File: src/design/sdspi_pkg.sv
// ----------------------------------------------------------------------------
// sdspi_pkg
// Types, codes and helpers shared by the SD SPI-mode command engine.
// ----------------------------------------------------------------------------
package sdspi_pkg;

  localparam int unsigned QDEPTH = 2;
  localparam int unsigned QPTR_W = (QDEPTH > 1) ? $clog2(QDEPTH) : 1;
  localparam int unsigned QCNT_W = $clog2(QDEPTH + 1);

  localparam logic [7:0]  FILL_BYTE        = 8'hFF;
  localparam logic [7:0]  TOKEN_BASE       = 8'h40;
  localparam logic [7:0]  CRC_POLY         = 8'h09;
  localparam logic [7:0]  R1_LIMIT_RESET   = 8'd7;
  localparam logic [23:0] BUSY_LIMIT_RESET = 24'd200000;

  localparam logic CFG_R1_LIMIT   = 1'b0;
  localparam logic CFG_BUSY_LIMIT = 1'b1;

  localparam logic CMD_START   = 1'b0;
  localparam logic CMD_RECEIVE = 1'b1;

  localparam logic [2:0] ST_OK           = 3'd0;
  localparam logic [2:0] ST_R1_TIMEOUT   = 3'd1;
  localparam logic [2:0] ST_CRC_ERROR    = 3'd2;
  localparam logic [2:0] ST_ILLEGAL_CMD  = 3'd3;
  localparam logic [2:0] ST_OTHER_ERROR  = 3'd4;
  localparam logic [2:0] ST_BUSY_TIMEOUT = 3'd5;

  localparam int unsigned FLAG_BUSY = 0;
  localparam int unsigned FLAG_R8   = 1;
  localparam int unsigned FLAG_R32  = 2;

  typedef struct packed {
    logic        cmd;
    logic [5:0]  cmd_index;
    logic [31:0] argument;
    logic        want_busy;
    logic        want_r8;
    logic        want_r32;
    logic [7:0]  rx_byte;
  } req_t;

  typedef struct packed {
    logic        tx_valid;
    logic [7:0]  tx_byte;
    logic        last;
    logic        done_res;
    logic [2:0]  status;
    logic [31:0] response;
  } rsp_t;

  typedef struct packed {
    logic        start;
    logic [39:0] frame;
    logic [2:0]  flags;
    logic [7:0]  rx_byte;
  } op_t;

  typedef struct packed {
    logic push;
  } qctl_t;

  function automatic logic [7:0] crc7_byte(input logic [7:0] crc_in, input logic [7:0] data);
    logic [7:0] c;
    logic [7:0] v;
    c = crc_in;
    v = data;
    for (int i = 0; i < 8; i++) begin
      c = {c[6:0], 1'b0};
      if (v[7] ^ c[7]) begin
        c = c ^ CRC_POLY;
      end
      v = {v[6:0], 1'b0};
    end
    return c;
  endfunction

endpackage

File: src/design/sdspi_front.sv
// ----------------------------------------------------------------------------
// sdspi_front
// Accepts request transactions, classifies them into start and receive
// operations, builds the command frame header and pushes into the queue.
// ----------------------------------------------------------------------------
module sdspi_front (
  input  logic                clk,
  input  logic                rst,
  input  logic                req_valid,
  output logic                req_stall,
  input  sdspi_pkg::req_t     req,
  output sdspi_pkg::qctl_t    qctl,
  input  logic                q_full,
  output sdspi_pkg::op_t      op
);

  logic op_valid;
  logic accept;

  assign req_stall  = op_valid && q_full;
  assign accept     = req_valid && !req_stall;
  assign qctl.push  = op_valid && !q_full;

  always_ff @(posedge clk) begin
    if (rst) begin
      op_valid <= 1'b0;
    end else if (accept) begin
      op_valid <= 1'b1;
    end else if (qctl.push) begin
      op_valid <= 1'b0;
    end
  end

  always_ff @(posedge clk) begin
    if (accept) begin
      op.start   <= (req.cmd == sdspi_pkg::CMD_START);
      op.frame   <= {sdspi_pkg::TOKEN_BASE | {2'b00, req.cmd_index}, req.argument};
      op.flags   <= {req.want_r32, req.want_r8, req.want_busy};
      op.rx_byte <= req.rx_byte;
    end
  end

endmodule

File: src/design/sdspi_queue.sv
// ----------------------------------------------------------------------------
// sdspi_queue
// Short operation queue between the front and back parts.
// ----------------------------------------------------------------------------
module sdspi_queue (
  input  logic                clk,
  input  logic                rst,
  input  sdspi_pkg::qctl_t    qctl,
  input  sdspi_pkg::op_t      wr_op,
  output logic                q_full,
  output logic                q_valid,
  output sdspi_pkg::op_t      rd_op,
  input  logic                pop
);

  sdspi_pkg::op_t mem [sdspi_pkg::QDEPTH];
  logic [sdspi_pkg::QPTR_W-1:0] wr_ptr;
  logic [sdspi_pkg::QPTR_W-1:0] rd_ptr;
  logic [sdspi_pkg::QCNT_W-1:0] count;
  logic do_pop;

  assign q_full  = (count == sdspi_pkg::QCNT_W'(sdspi_pkg::QDEPTH));
  assign q_valid = (count != '0);
  assign rd_op   = mem[rd_ptr];
  assign do_pop  = pop && q_valid;

  function automatic logic [sdspi_pkg::QPTR_W-1:0] ptr_inc(input logic [sdspi_pkg::QPTR_W-1:0] p);
    if (p == sdspi_pkg::QPTR_W'(sdspi_pkg::QDEPTH - 1)) begin
      return '0;
    end
    return p + 1'b1;
  endfunction

  always_ff @(posedge clk) begin
    if (rst) begin
      wr_ptr <= '0;
      rd_ptr <= '0;
      count  <= '0;
    end else begin
      if (qctl.push) begin
        wr_ptr <= ptr_inc(wr_ptr);
      end
      if (do_pop) begin
        rd_ptr <= ptr_inc(rd_ptr);
      end
      if (qctl.push && !do_pop) begin
        count <= count + 1'b1;
      end else if (!qctl.push && do_pop) begin
        count <= count - 1'b1;
      end
    end
  end

  always_ff @(posedge clk) begin
    if (qctl.push) begin
      mem[wr_ptr] <= wr_op;
    end
  end

endmodule

File: src/design/sdspi_back.sv
// ----------------------------------------------------------------------------
// sdspi_back
// Carries out queued operations: emits the command frame with CRC7 one byte
// per cycle unless stalled, then walks the response phases per received byte.
// ----------------------------------------------------------------------------
module sdspi_back (
  input  logic                clk,
  input  logic                rst,
  input  logic                cfg_write,
  input  logic                cfg_index,
  input  logic [23:0]         cfg_data,
  input  logic                q_valid,
  input  sdspi_pkg::op_t      q_op,
  output logic                pop,
  output logic                rsp_valid,
  input  logic                rsp_stall,
  output sdspi_pkg::rsp_t     rsp
);

  typedef enum logic [6:0] {
    PH_IDLE         = 7'b0000001,
    PH_SKIP         = 7'b0000010,
    PH_R1           = 7'b0000100,
    PH_BUSY_DISCARD = 7'b0001000,
    PH_BUSY_POLL    = 7'b0010000,
    PH_R8           = 7'b0100000,
    PH_R32          = 7'b1000000
  } phase_t;

  logic [7:0]  r1_limit;
  logic [23:0] busy_limit;

  phase_t      phase, phase_next;
  logic [23:0] poll_count, poll_count_next;
  logic [7:0]  r1_value, r1_value_next;
  logic [31:0] resp_shift, resp_shift_next;
  logic [2:0]  flags, flags_next;
  logic [39:0] frame, frame_next;
  logic [7:0]  crc, crc_next;
  logic [2:0]  seq, seq_next;
  logic        emit, emit_next;

  sdspi_pkg::rsp_t res;
  logic        load;
  logic        slot_free;
  logic [7:0]  b;
  logic [23:0] poll_inc;
  logic [31:0] shifted;

  assign slot_free = !rsp_valid || !rsp_stall;
  assign b         = q_op.rx_byte;
  assign poll_inc  = poll_count + 24'd1;
  assign shifted   = {resp_shift[23:0], b};

  always_ff @(posedge clk) begin
    if (rst) begin
      r1_limit   <= sdspi_pkg::R1_LIMIT_RESET;
      busy_limit <= sdspi_pkg::BUSY_LIMIT_RESET;
    end else if (cfg_write) begin
      if (cfg_index == sdspi_pkg::CFG_R1_LIMIT) begin
        r1_limit <= cfg_data[7:0];
      end else begin
        busy_limit <= cfg_data;
      end
    end
  end

  always_comb begin
    phase_next      = phase;
    poll_count_next = poll_count;
    r1_value_next   = r1_value;
    resp_shift_next = resp_shift;
    flags_next      = flags;
    frame_next      = frame;
    crc_next        = crc;
    seq_next        = seq;
    emit_next       = emit;
    res             = '0;
    load            = 1'b0;
    pop             = 1'b0;

    if (emit) begin
      if (slot_free) begin
        load         = 1'b1;
        res.tx_valid = 1'b1;
        seq_next     = seq + 3'd1;
        if (seq == 3'd6) begin
          res.tx_byte = {crc[6:0], 1'b1};
        end else if (seq == 3'd7) begin
          res.tx_byte = sdspi_pkg::FILL_BYTE;
          res.last    = 1'b1;
          emit_next   = 1'b0;
        end else begin
          res.tx_byte = frame[39:32];
          frame_next  = {frame[31:0], 8'h00};
          crc_next    = sdspi_pkg::crc7_byte(crc, frame[39:32]);
        end
      end
    end else if (q_valid && slot_free) begin
      pop = 1'b1;
      if (q_op.start) begin
        load            = 1'b1;
        res.tx_valid    = 1'b1;
        res.tx_byte     = sdspi_pkg::FILL_BYTE;
        frame_next      = q_op.frame;
        crc_next        = '0;
        seq_next        = 3'd1;
        emit_next       = 1'b1;
        flags_next      = q_op.flags;
        phase_next      = PH_SKIP;
        poll_count_next = '0;
        r1_value_next   = '0;
        resp_shift_next = '0;
      end else begin
        load         = 1'b1;
        res.tx_valid = 1'b1;
        res.tx_byte  = sdspi_pkg::FILL_BYTE;
        res.last     = 1'b1;
        case (phase)
          PH_SKIP: begin
            phase_next      = PH_R1;
            poll_count_next = '0;
          end
          PH_R1: begin
            if (!b[7]) begin
              r1_value_next = b;
              if (b[3] || b[2] || (b[7:1] != '0)) begin
                res.tx_valid = 1'b0;
                res.tx_byte  = '0;
                res.done_res = 1'b1;
                res.response = {24'h0, b};
                phase_next   = PH_IDLE;
                if (b[3]) begin
                  res.status = sdspi_pkg::ST_CRC_ERROR;
                end else if (b[2]) begin
                  res.status = sdspi_pkg::ST_ILLEGAL_CMD;
                end else begin
                  res.status = sdspi_pkg::ST_OTHER_ERROR;
                end
              end else if (flags[sdspi_pkg::FLAG_BUSY]) begin
                phase_next      = PH_BUSY_DISCARD;
                poll_count_next = '0;
              end else begin
                poll_count_next = '0;
                if (flags[sdspi_pkg::FLAG_R8]) begin
                  phase_next = PH_R8;
                end else if (flags[sdspi_pkg::FLAG_R32]) begin
                  phase_next      = PH_R32;
                  resp_shift_next = '0;
                end else begin
                  res.tx_valid = 1'b0;
                  res.tx_byte  = '0;
                  res.done_res = 1'b1;
                  res.status   = sdspi_pkg::ST_OK;
                  res.response = {24'h0, b};
                  phase_next   = PH_IDLE;
                end
              end
            end else begin
              poll_count_next = poll_inc;
              if (poll_inc >= {16'h0, r1_limit}) begin
                res.tx_valid = 1'b0;
                res.tx_byte  = '0;
                res.done_res = 1'b1;
                res.status   = sdspi_pkg::ST_R1_TIMEOUT;
                res.response = {24'h0, b};
                phase_next   = PH_IDLE;
              end
            end
          end
          PH_BUSY_DISCARD: begin
            poll_count_next = poll_inc;
            if (poll_inc >= 24'd2) begin
              phase_next      = PH_BUSY_POLL;
              poll_count_next = '0;
            end
          end
          PH_BUSY_POLL: begin
            if (poll_count >= busy_limit) begin
              res.tx_valid = 1'b0;
              res.tx_byte  = '0;
              res.done_res = 1'b1;
              res.status   = sdspi_pkg::ST_BUSY_TIMEOUT;
              res.response = {24'h0, r1_value};
              phase_next   = PH_IDLE;
            end else if (b == sdspi_pkg::FILL_BYTE) begin
              poll_count_next = '0;
              if (flags[sdspi_pkg::FLAG_R8]) begin
                phase_next = PH_R8;
              end else if (flags[sdspi_pkg::FLAG_R32]) begin
                phase_next      = PH_R32;
                resp_shift_next = '0;
              end else begin
                res.tx_valid = 1'b0;
                res.tx_byte  = '0;
                res.done_res = 1'b1;
                res.status   = sdspi_pkg::ST_OK;
                res.response = {24'h0, r1_value};
                phase_next   = PH_IDLE;
              end
            end else begin
              poll_count_next = poll_inc;
            end
          end
          PH_R8: begin
            resp_shift_next = {24'h0, b};
            if (flags[sdspi_pkg::FLAG_R32]) begin
              phase_next      = PH_R32;
              poll_count_next = '0;
            end else begin
              res.tx_valid = 1'b0;
              res.tx_byte  = '0;
              res.done_res = 1'b1;
              res.status   = sdspi_pkg::ST_OK;
              res.response = {24'h0, b};
              phase_next   = PH_IDLE;
            end
          end
          PH_R32: begin
            resp_shift_next = shifted;
            poll_count_next = poll_inc;
            if (poll_inc >= 24'd4) begin
              res.tx_valid = 1'b0;
              res.tx_byte  = '0;
              res.done_res = 1'b1;
              res.status   = sdspi_pkg::ST_OK;
              res.response = shifted;
              phase_next   = PH_IDLE;
            end
          end
          default: begin
            // receive while idle: dropped
            load       = 1'b0;
            res        = '0;
            phase_next = PH_IDLE;
          end
        endcase
      end
    end
  end

  always_ff @(posedge clk) begin
    if (rst) begin
      phase      <= PH_IDLE;
      poll_count <= '0;
      r1_value   <= '0;
      resp_shift <= '0;
      flags      <= '0;
      crc        <= '0;
      seq        <= '0;
      emit       <= 1'b0;
      rsp_valid  <= 1'b0;
    end else begin
      phase      <= phase_next;
      poll_count <= poll_count_next;
      r1_value   <= r1_value_next;
      resp_shift <= resp_shift_next;
      flags      <= flags_next;
      crc        <= crc_next;
      seq        <= seq_next;
      emit       <= emit_next;
      if (slot_free) begin
        rsp_valid <= load;
      end
    end
  end

  always_ff @(posedge clk) begin
    frame <= frame_next;
    if (slot_free && load) begin
      rsp <= res;
    end
  end

  a_no_pop_while_emit: assert property (@(posedge clk) disable iff (rst)
    emit |-> !pop)
    else $error("queue popped during frame emission");

  a_emit_seq_nonzero: assert property (@(posedge clk) disable iff (rst)
    emit |-> (seq != 3'd0))
    else $error("frame sequence counter out of step");

  a_done_goes_idle: assert property (@(posedge clk) disable iff (rst)
    (load && res.done_res) |=> (phase == PH_IDLE) && !emit)
    else $error("exchange finished but phase not idle");

  a_done_no_tx: assert property (@(posedge clk) disable iff (rst)
    (rsp_valid && rsp.done_res) |-> (!rsp.tx_valid && (rsp.tx_byte == 8'h00)))
    else $error("done result carries a transmit byte");

  a_emit_last_ends: assert property (@(posedge clk) disable iff (rst)
    (emit && load && res.last) |=> !emit && (phase == PH_SKIP))
    else $error("frame emission did not end in skip phase");

endmodule

File: src/design/sd_spi_command_engine.sv
// ----------------------------------------------------------------------------
// sd_spi_command_engine
// SD card SPI-mode command engine: sends a command frame with CRC7 and
// runs the R1 poll, busy wait and optional R8/R32 read one byte at a time.
//
//   channel   signals                         direction
//   req       req_valid, req_stall, req       into the block
//   rsp       rsp_valid, rsp_stall, rsp       out of the block
//   cfg       cfg_write, cfg_index, cfg_data  into the block
//
// a receive transaction passes the front register and then the queue before
// its result is offered, one per cycle unless stalled or a start is emitting
// a start yields eight results, one per cycle unless stalled, from the byte
// sequencer in the back part, which holds the queue during that time
// front register plus a two-entry queue absorb rsp_stall before req_stall rises
// reset is synchronous; the engine comes up idle with the default poll limits
// ----------------------------------------------------------------------------
module sd_spi_command_engine (
  input  logic                clk,
  input  logic                rst,
  input  logic                req_valid,
  output logic                req_stall,
  input  sdspi_pkg::req_t     req,
  output logic                rsp_valid,
  input  logic                rsp_stall,
  output sdspi_pkg::rsp_t     rsp,
  input  logic                cfg_write,
  input  logic                cfg_index,
  input  logic [23:0]         cfg_data
);

  sdspi_pkg::qctl_t qctl;
  sdspi_pkg::op_t   wr_op;
  sdspi_pkg::op_t   rd_op;
  logic             q_full;
  logic             q_valid;
  logic             pop;

  sdspi_front u_front (
    .clk       (clk),
    .rst       (rst),
    .req_valid (req_valid),
    .req_stall (req_stall),
    .req       (req),
    .qctl      (qctl),
    .q_full    (q_full),
    .op        (wr_op)
  );

  sdspi_queue u_queue (
    .clk     (clk),
    .rst     (rst),
    .qctl    (qctl),
    .wr_op   (wr_op),
    .q_full  (q_full),
    .q_valid (q_valid),
    .rd_op   (rd_op),
    .pop     (pop)
  );

  sdspi_back u_back (
    .clk       (clk),
    .rst       (rst),
    .cfg_write (cfg_write),
    .cfg_index (cfg_index),
    .cfg_data  (cfg_data),
    .q_valid   (q_valid),
    .q_op      (rd_op),
    .pop       (pop),
    .rsp_valid (rsp_valid),
    .rsp_stall (rsp_stall),
    .rsp       (rsp)
  );

endmodule
File: config.mk
export PLATFORM = sky130hd
export DESIGN_NAME = sd_spi_command_engine
export DESIGN_NICKNAME = d
export VERILOG_FILES = /design/src/design/sdspi_pkg.sv /design/src/design/sdspi_front.sv /design/src/design/sdspi_queue.sv /design/src/design/sdspi_back.sv /design/src/design/sd_spi_command_engine.sv
export SDC_FILE = /design/constraint.sdc
export NUM_CORES = 1
export LEC_CHECK = 0
export ABC_AREA = 1
export BUFFER_PORTS_ARGS = -buffer_cell sky130_fd_sc_hd__buf_2
export CORE_MARGIN = 4
export CORE_UTILIZATION = 60
export DETAILED_ROUTE_END_ITERATION = 8
export GPL_TIMING_DRIVEN = 0
export PLACE_DENSITY = 0.8
export REMOVE_ABC_BUFFERS = 1
export SETUP_SLACK_MARGIN = 0.4
export SLEW_MARGIN = 0
export SYNTH_ARGS = -nofsm -noshare
export SYNTH_HDL_FRONTEND = slang
export SYNTH_HIERARCHICAL = 1
export SYNTH_SLANG_ARGS = --single-unit
File: constraint.sdc
create_clock -name clk -period 5.6 [get_ports clk]
set_input_delay 0.28 -clock clk [delete_from_list [all_inputs] [get_ports clk]]
set_output_delay 0.28 -clock clk [all_outputs]
set_load 0.02 [all_outputs]
==> out/qor.txt <==
=================================================================================================
Global placer's final weighted congestion                                                   0.905
Switching Fraction                                                                          0.339
Worst r2r src                                                                        u_back/emit$_SDFF_PP0_
Area of all placed cells without fillers                                               0.0187 mm²
Max transition margin                                                                       0.194
Global Route Usage Sum                                                                      0.252
Register share of total power                                                               0.444
Synth-to-Final Area Change                                                                  16.2%
Met2 wire len                                                                            18100 µm
VDD IR max                                                                               0.559 mV
Status                                                                               complete, no violations
Number of distinct library cell variants in the gate-level netlist after synthesis             51
Arrival time of the worst setup path                                                      5.01 ns
Fill count                                                                                   1732
Fraction of power consumed by combinational cells                                           0.280
Max-slew violations                                                                             0
Detail Route met3 WL                                                                      2580 µm
Post-DP Area                                                                           0.0169 mm²
Initial antenna violation count                                                                 0
Worst slack at placement                                                                 0.684 ns
Number of iterations in the first detailed-routing pass                                         5
Antenna Cells                                                                                   0
Launch point of the worst hold path                                                   cfg_data[1]
Count of flip-flops with a built-in enable after synthesis                                    240
Maximum fanout encountered on the critical timing path                                         45
Slew at the pin with the worst max-slew slack                                             1.21 ns
Total Nets Final                                                                             1865
Via/cell ratio                                                                               5.64
Synthesized instance count                                                                   1587
Nature of the critical path startpoint                                                   register
Combinational family with the most area after synthesis                              simple AND/OR/NAND/NOR gates
Number of DRC violations after detailed routing                                                 0
Post-Synthesis Cell Area                                                               0.0161 mm²
Number of global-route vias before repair                                                   11400
Sequential share of the synthesized area                                                    0.592
Initial Utilization                                                                         0.613
# Post-CTS Setup Buffers                                                                        0
PnR worst setup slack                                                                     1.02 ns
Post-synth top flop                                                                  sky130_fd_sc_hd__edfxtp_1
# Max-Cap Violations                                                                            0
CTS max path bufs                                                                               3
Number of cell instances on the worst register-to-register path                                 8
Maximum number of pins on one net before global-route repair                                   59
Clock latency on the worst-skew pair                                                      0.54 ns
Routed metal-1 wire length                                                               15800 µm
R2R Path End                                                                         u_back/crc[6]$_SDFFE_PP0P_
Most frequent standard cell in the layout excluding fill and tap cells               sky130_fd_sc_hd__nand2_1
RSZ-0062 raised after global routing                                                           no
Area inside the core boundary                                                          0.0262 mm²
Class of the tightest hold or removal check                                          input port to register
Total overflow reported by the global router                                                    0
Async set-or-reset flop fraction in the synthesized netlist                                     0
Io pins                                                                                       128
Clock group share of total power                                                            0.277
Adder-cell share of the synthesized area                                                   0.0296
Wire per inst                                                                             17.8 µm
Compound-gate portion of the synthesized area                                              0.0807
Static leakage power                                                                   0.00743 µW
Critical Path Sink Type                                                                  register
TritonCTS clock tree                                                                        built
Via Count                                                                                   11900
Inserted Clock Buffers                                                                         36
Start-to-end type of the worst setup path                                            register to register
Remaining number of nets flagged by the antenna check after routing                             0
Fraction of synthesized area in multiplexers                                               0.0481
Area of the die                                                                        0.0295 mm²
Clock Sink Count                                                                              355
Top library cells by usage in the layout, fill and taps aside                        sky130_fd_sc_hd__nand2_1 (332), sky130_fd_sc_hd__edfxtp_1 (240), sky130_fd_sc_hd__inv_1 (156), sky130_fd_sc_hd__nor2_1 (144), sky130_fd_sc_hd__buf_2 (127)
First-iteration detailed-routing DRC count                                                   1280
H-tree depth                                                                                    2
Global-route wire length before repair                                                   59500 µm
Post-route minimum period                                                                 4.58 ns
Final period util                                                                           0.818
CP required                                                                               6.03 ns
Post-Synth XOR/XNOR Area                                                                   0.0109
Total count of hold-check failures in the final report                                          0
Synth warn                                                                                      6
WL final                                                                                 37500 µm
Clock transition at the registers of the reported paths                                   0.06 ns
Hold Crit Depth                                                                                 3
Count of buffers inserted at the top-level ports                                              127
Clock Skew                                                                              0.0165 ns
Die span in x                                                                              172 µm
Setup slack on the worst flop-to-flop path                                                1.02 ns
Standard-cell row count                                                                        59
Die Height                                                                                 172 µm
End point of the worst hold path                                                     u_back/r1_limit[1]$_SDFFE_PP1P_
Placed wire-length estimate                                                              22000 µm
Switching power total                                                                     3020 µW
Post-Synthesis Mean Instance Area                                                        10.1 µm²
Power density over the cells                                                           477 mW/mm²
Post-Synth Simple-Gate Area                                                                 0.176
Fraction of layout instances using a drive strength above 1                                 0.155
Final sum of negative setup slack                                                            0 ns
FMAX                                                                                      218 MHz
Number of flip-flops and latches in the synthesized netlist                                   355
CTS Root Buffer Type                                                                 sky130_fd_sc_hd__clkbuf_16
Final core utilization                                                                      0.713
Total internal power                                                                      5880 µW
Number of failing setup endpoints in the final timing report                                    0
Highest metal layer with signal wires                                                        met4
=================================================================================================
[cells by family after synthesis]
logic type,Yosys count
xor+xnor,20
buf+inv,232
flops,355
fa+ha+maj,38
compound gates,229
simple gates,659
other cells,2
mux,52
[area by class of cell]
type / instances / area (µm²) / area share
clock buffer: 46 / 948 / 0.0508
clock inverter: 19 / 251 / 0.0135
inverter: 164 / 619 / 0.0332
multi-input combinational: 1000 / 5590 / 0.299
sequential: 355 / 9510 / 0.509
tap: 335 / 419 / 0.0224
timing repair buffer: 190 / 1330 / 0.0713
[worst max-delay path: stages (launching register included)]
cell,delay (ns)
sky130_fd_sc_hd__dfxtp_2,1.00
sky130_fd_sc_hd__clkinvlp_4,0.96
sky130_fd_sc_hd__nor2_1,0.83
sky130_fd_sc_hd__nor2_1,0.26
sky130_fd_sc_hd__a21oi_4,0.49
sky130_fd_sc_hd__inv_1,0.28
sky130_fd_sc_hd__nor2_1,0.39
sky130_fd_sc_hd__nand2_1,0.11
sky130_fd_sc_hd__a21oi_1,0.16
[power by group through the flow]
stage	registers, µW	logic (µW)	clock network, µW
after floorplan	4170	1440	0
after global placement	4040	2230	0
after detailed placement	3980	2390	0
after CTS	3930	2460	2470
after global routing	4010	2720	2610
final	3950	2490	2460
[how the worst max path moves through the flow]
stage	start	endpoint	slack [ns]	cells past startpoint
2_1_floorplan	register	u_back/crc[0]$_SDFFE_PP0P_	-0.93	9
3_3_place_gp	register	u_back/crc[2]$_SDFFE_PP0P_	-3.80	9
3_5_place_dp	u_back/emit$_SDFF_PP0_	u_back/crc[6]$_SDFFE_PP0P_	0.68	8
4_1_cts	u_back/emit$_SDFF_PP0_	u_back/crc[6]$_SDFFE_PP0P_	0.63	8
5_1_grt	u_back/emit$_SDFF_PP0_	u_back/crc[4]$_SDFFE_PP0P_	0.67	8
6_report	u_back/emit$_SDFF_PP0_	u_back/crc[6]$_SDFFE_PP0P_	1.02	8
[per-layer routing]
layer,vias to the layer above,GRT usage
met5,-,0
met2,464,0.423
met4,0,0.0765
met1,5611,0.344
li1,5733,-
met3,85,0.0365
[flip-flops by register name, summed over array words and instances, names as in the netlist, named ones only]
register,cells
u_queue/wr_ptr,1
u_queue/mem,104
u_back/rsp_valid,1
u_back/poll_count,24
u_back/emit,1
u_back/frame,40
u_back/resp_shift,24
u_front/op,50
u_back/rsp,46
u_queue/rd_ptr,1
u_back/phase,7
u_back/seq,3
u_back/r1_limit,8
u_back/flags,3
u_queue/count,2
u_back/busy_limit,24
u_front/op_valid,1
u_back/crc,7
u_back/r1_value,7
[cells in the mapped netlist, types with 3 or more instances]
master                       n  share of area
sky130_fd_sc_hd__nor2_2      4         0.0016
sky130_fd_sc_hd__buf_12      5         0.0062
sky130_fd_sc_hd__nor2_1    146          0.034
sky130_fd_sc_hd__buf_2       5         0.0016
sky130_fd_sc_hd__mux2_4     50          0.047
sky130_fd_sc_hd__inv_1     159          0.037
sky130_fd_sc_hd__a21oi_1   118          0.037
sky130_fd_sc_hd__buf_1       7         0.0016
sky130_fd_sc_hd__dfxtp_1   115           0.14
sky130_fd_sc_hd__o21ai_0    58          0.018
sky130_fd_sc_hd__inv_2       3        0.00070
sky130_fd_sc_hd__edfxtp_1  240           0.45
sky130_fd_sc_hd__nand2_1   333          0.078
sky130_fd_sc_hd__nor3_1     14         0.0044
sky130_fd_sc_hd__nor2_4      3         0.0021
sky130_fd_sc_hd__nand2_2     7         0.0027
sky130_fd_sc_hd__o211ai_1   21         0.0098
sky130_fd_sc_hd__nand4_1    23         0.0090
sky130_fd_sc_hd__a31oi_1     8         0.0031
sky130_fd_sc_hd__buf_4       8         0.0037
sky130_fd_sc_hd__nand3_1   114          0.036
sky130_fd_sc_hd__clkbuf_1   41         0.0096
sky130_fd_sc_hd__xnor2_1    12         0.0065
sky130_fd_sc_hd__ha_1       38          0.030
sky130_fd_sc_hd__nand3b_1    5         0.0023
sky130_fd_sc_hd__xor2_1      8         0.0044
sky130_fd_sc_hd__o221ai_1   11         0.0060
[per-stage QoR]
step	power (µW)	instances	hold WS (ns)
floorplan	5610	1519	0.342
global placement	6270	1981	0.422
global route	9340	2109	0.0143
detailed placement	6370	1988	0.430
CTS	8870	2109	0.00303
finish	8910	2109	0.0149
[repair_timing]
| action | 4_1_cts | 5_1_grt |
|---|---|---|
| endpoints found under the hold margin | 56 | 0 |
| resized for setup | 0 | 1 |
| hold buffers | 56 | 0 |
| setup endpoints to repair | 0 | 7 |
Note: power is estimated with default switching activity, not from simulation.
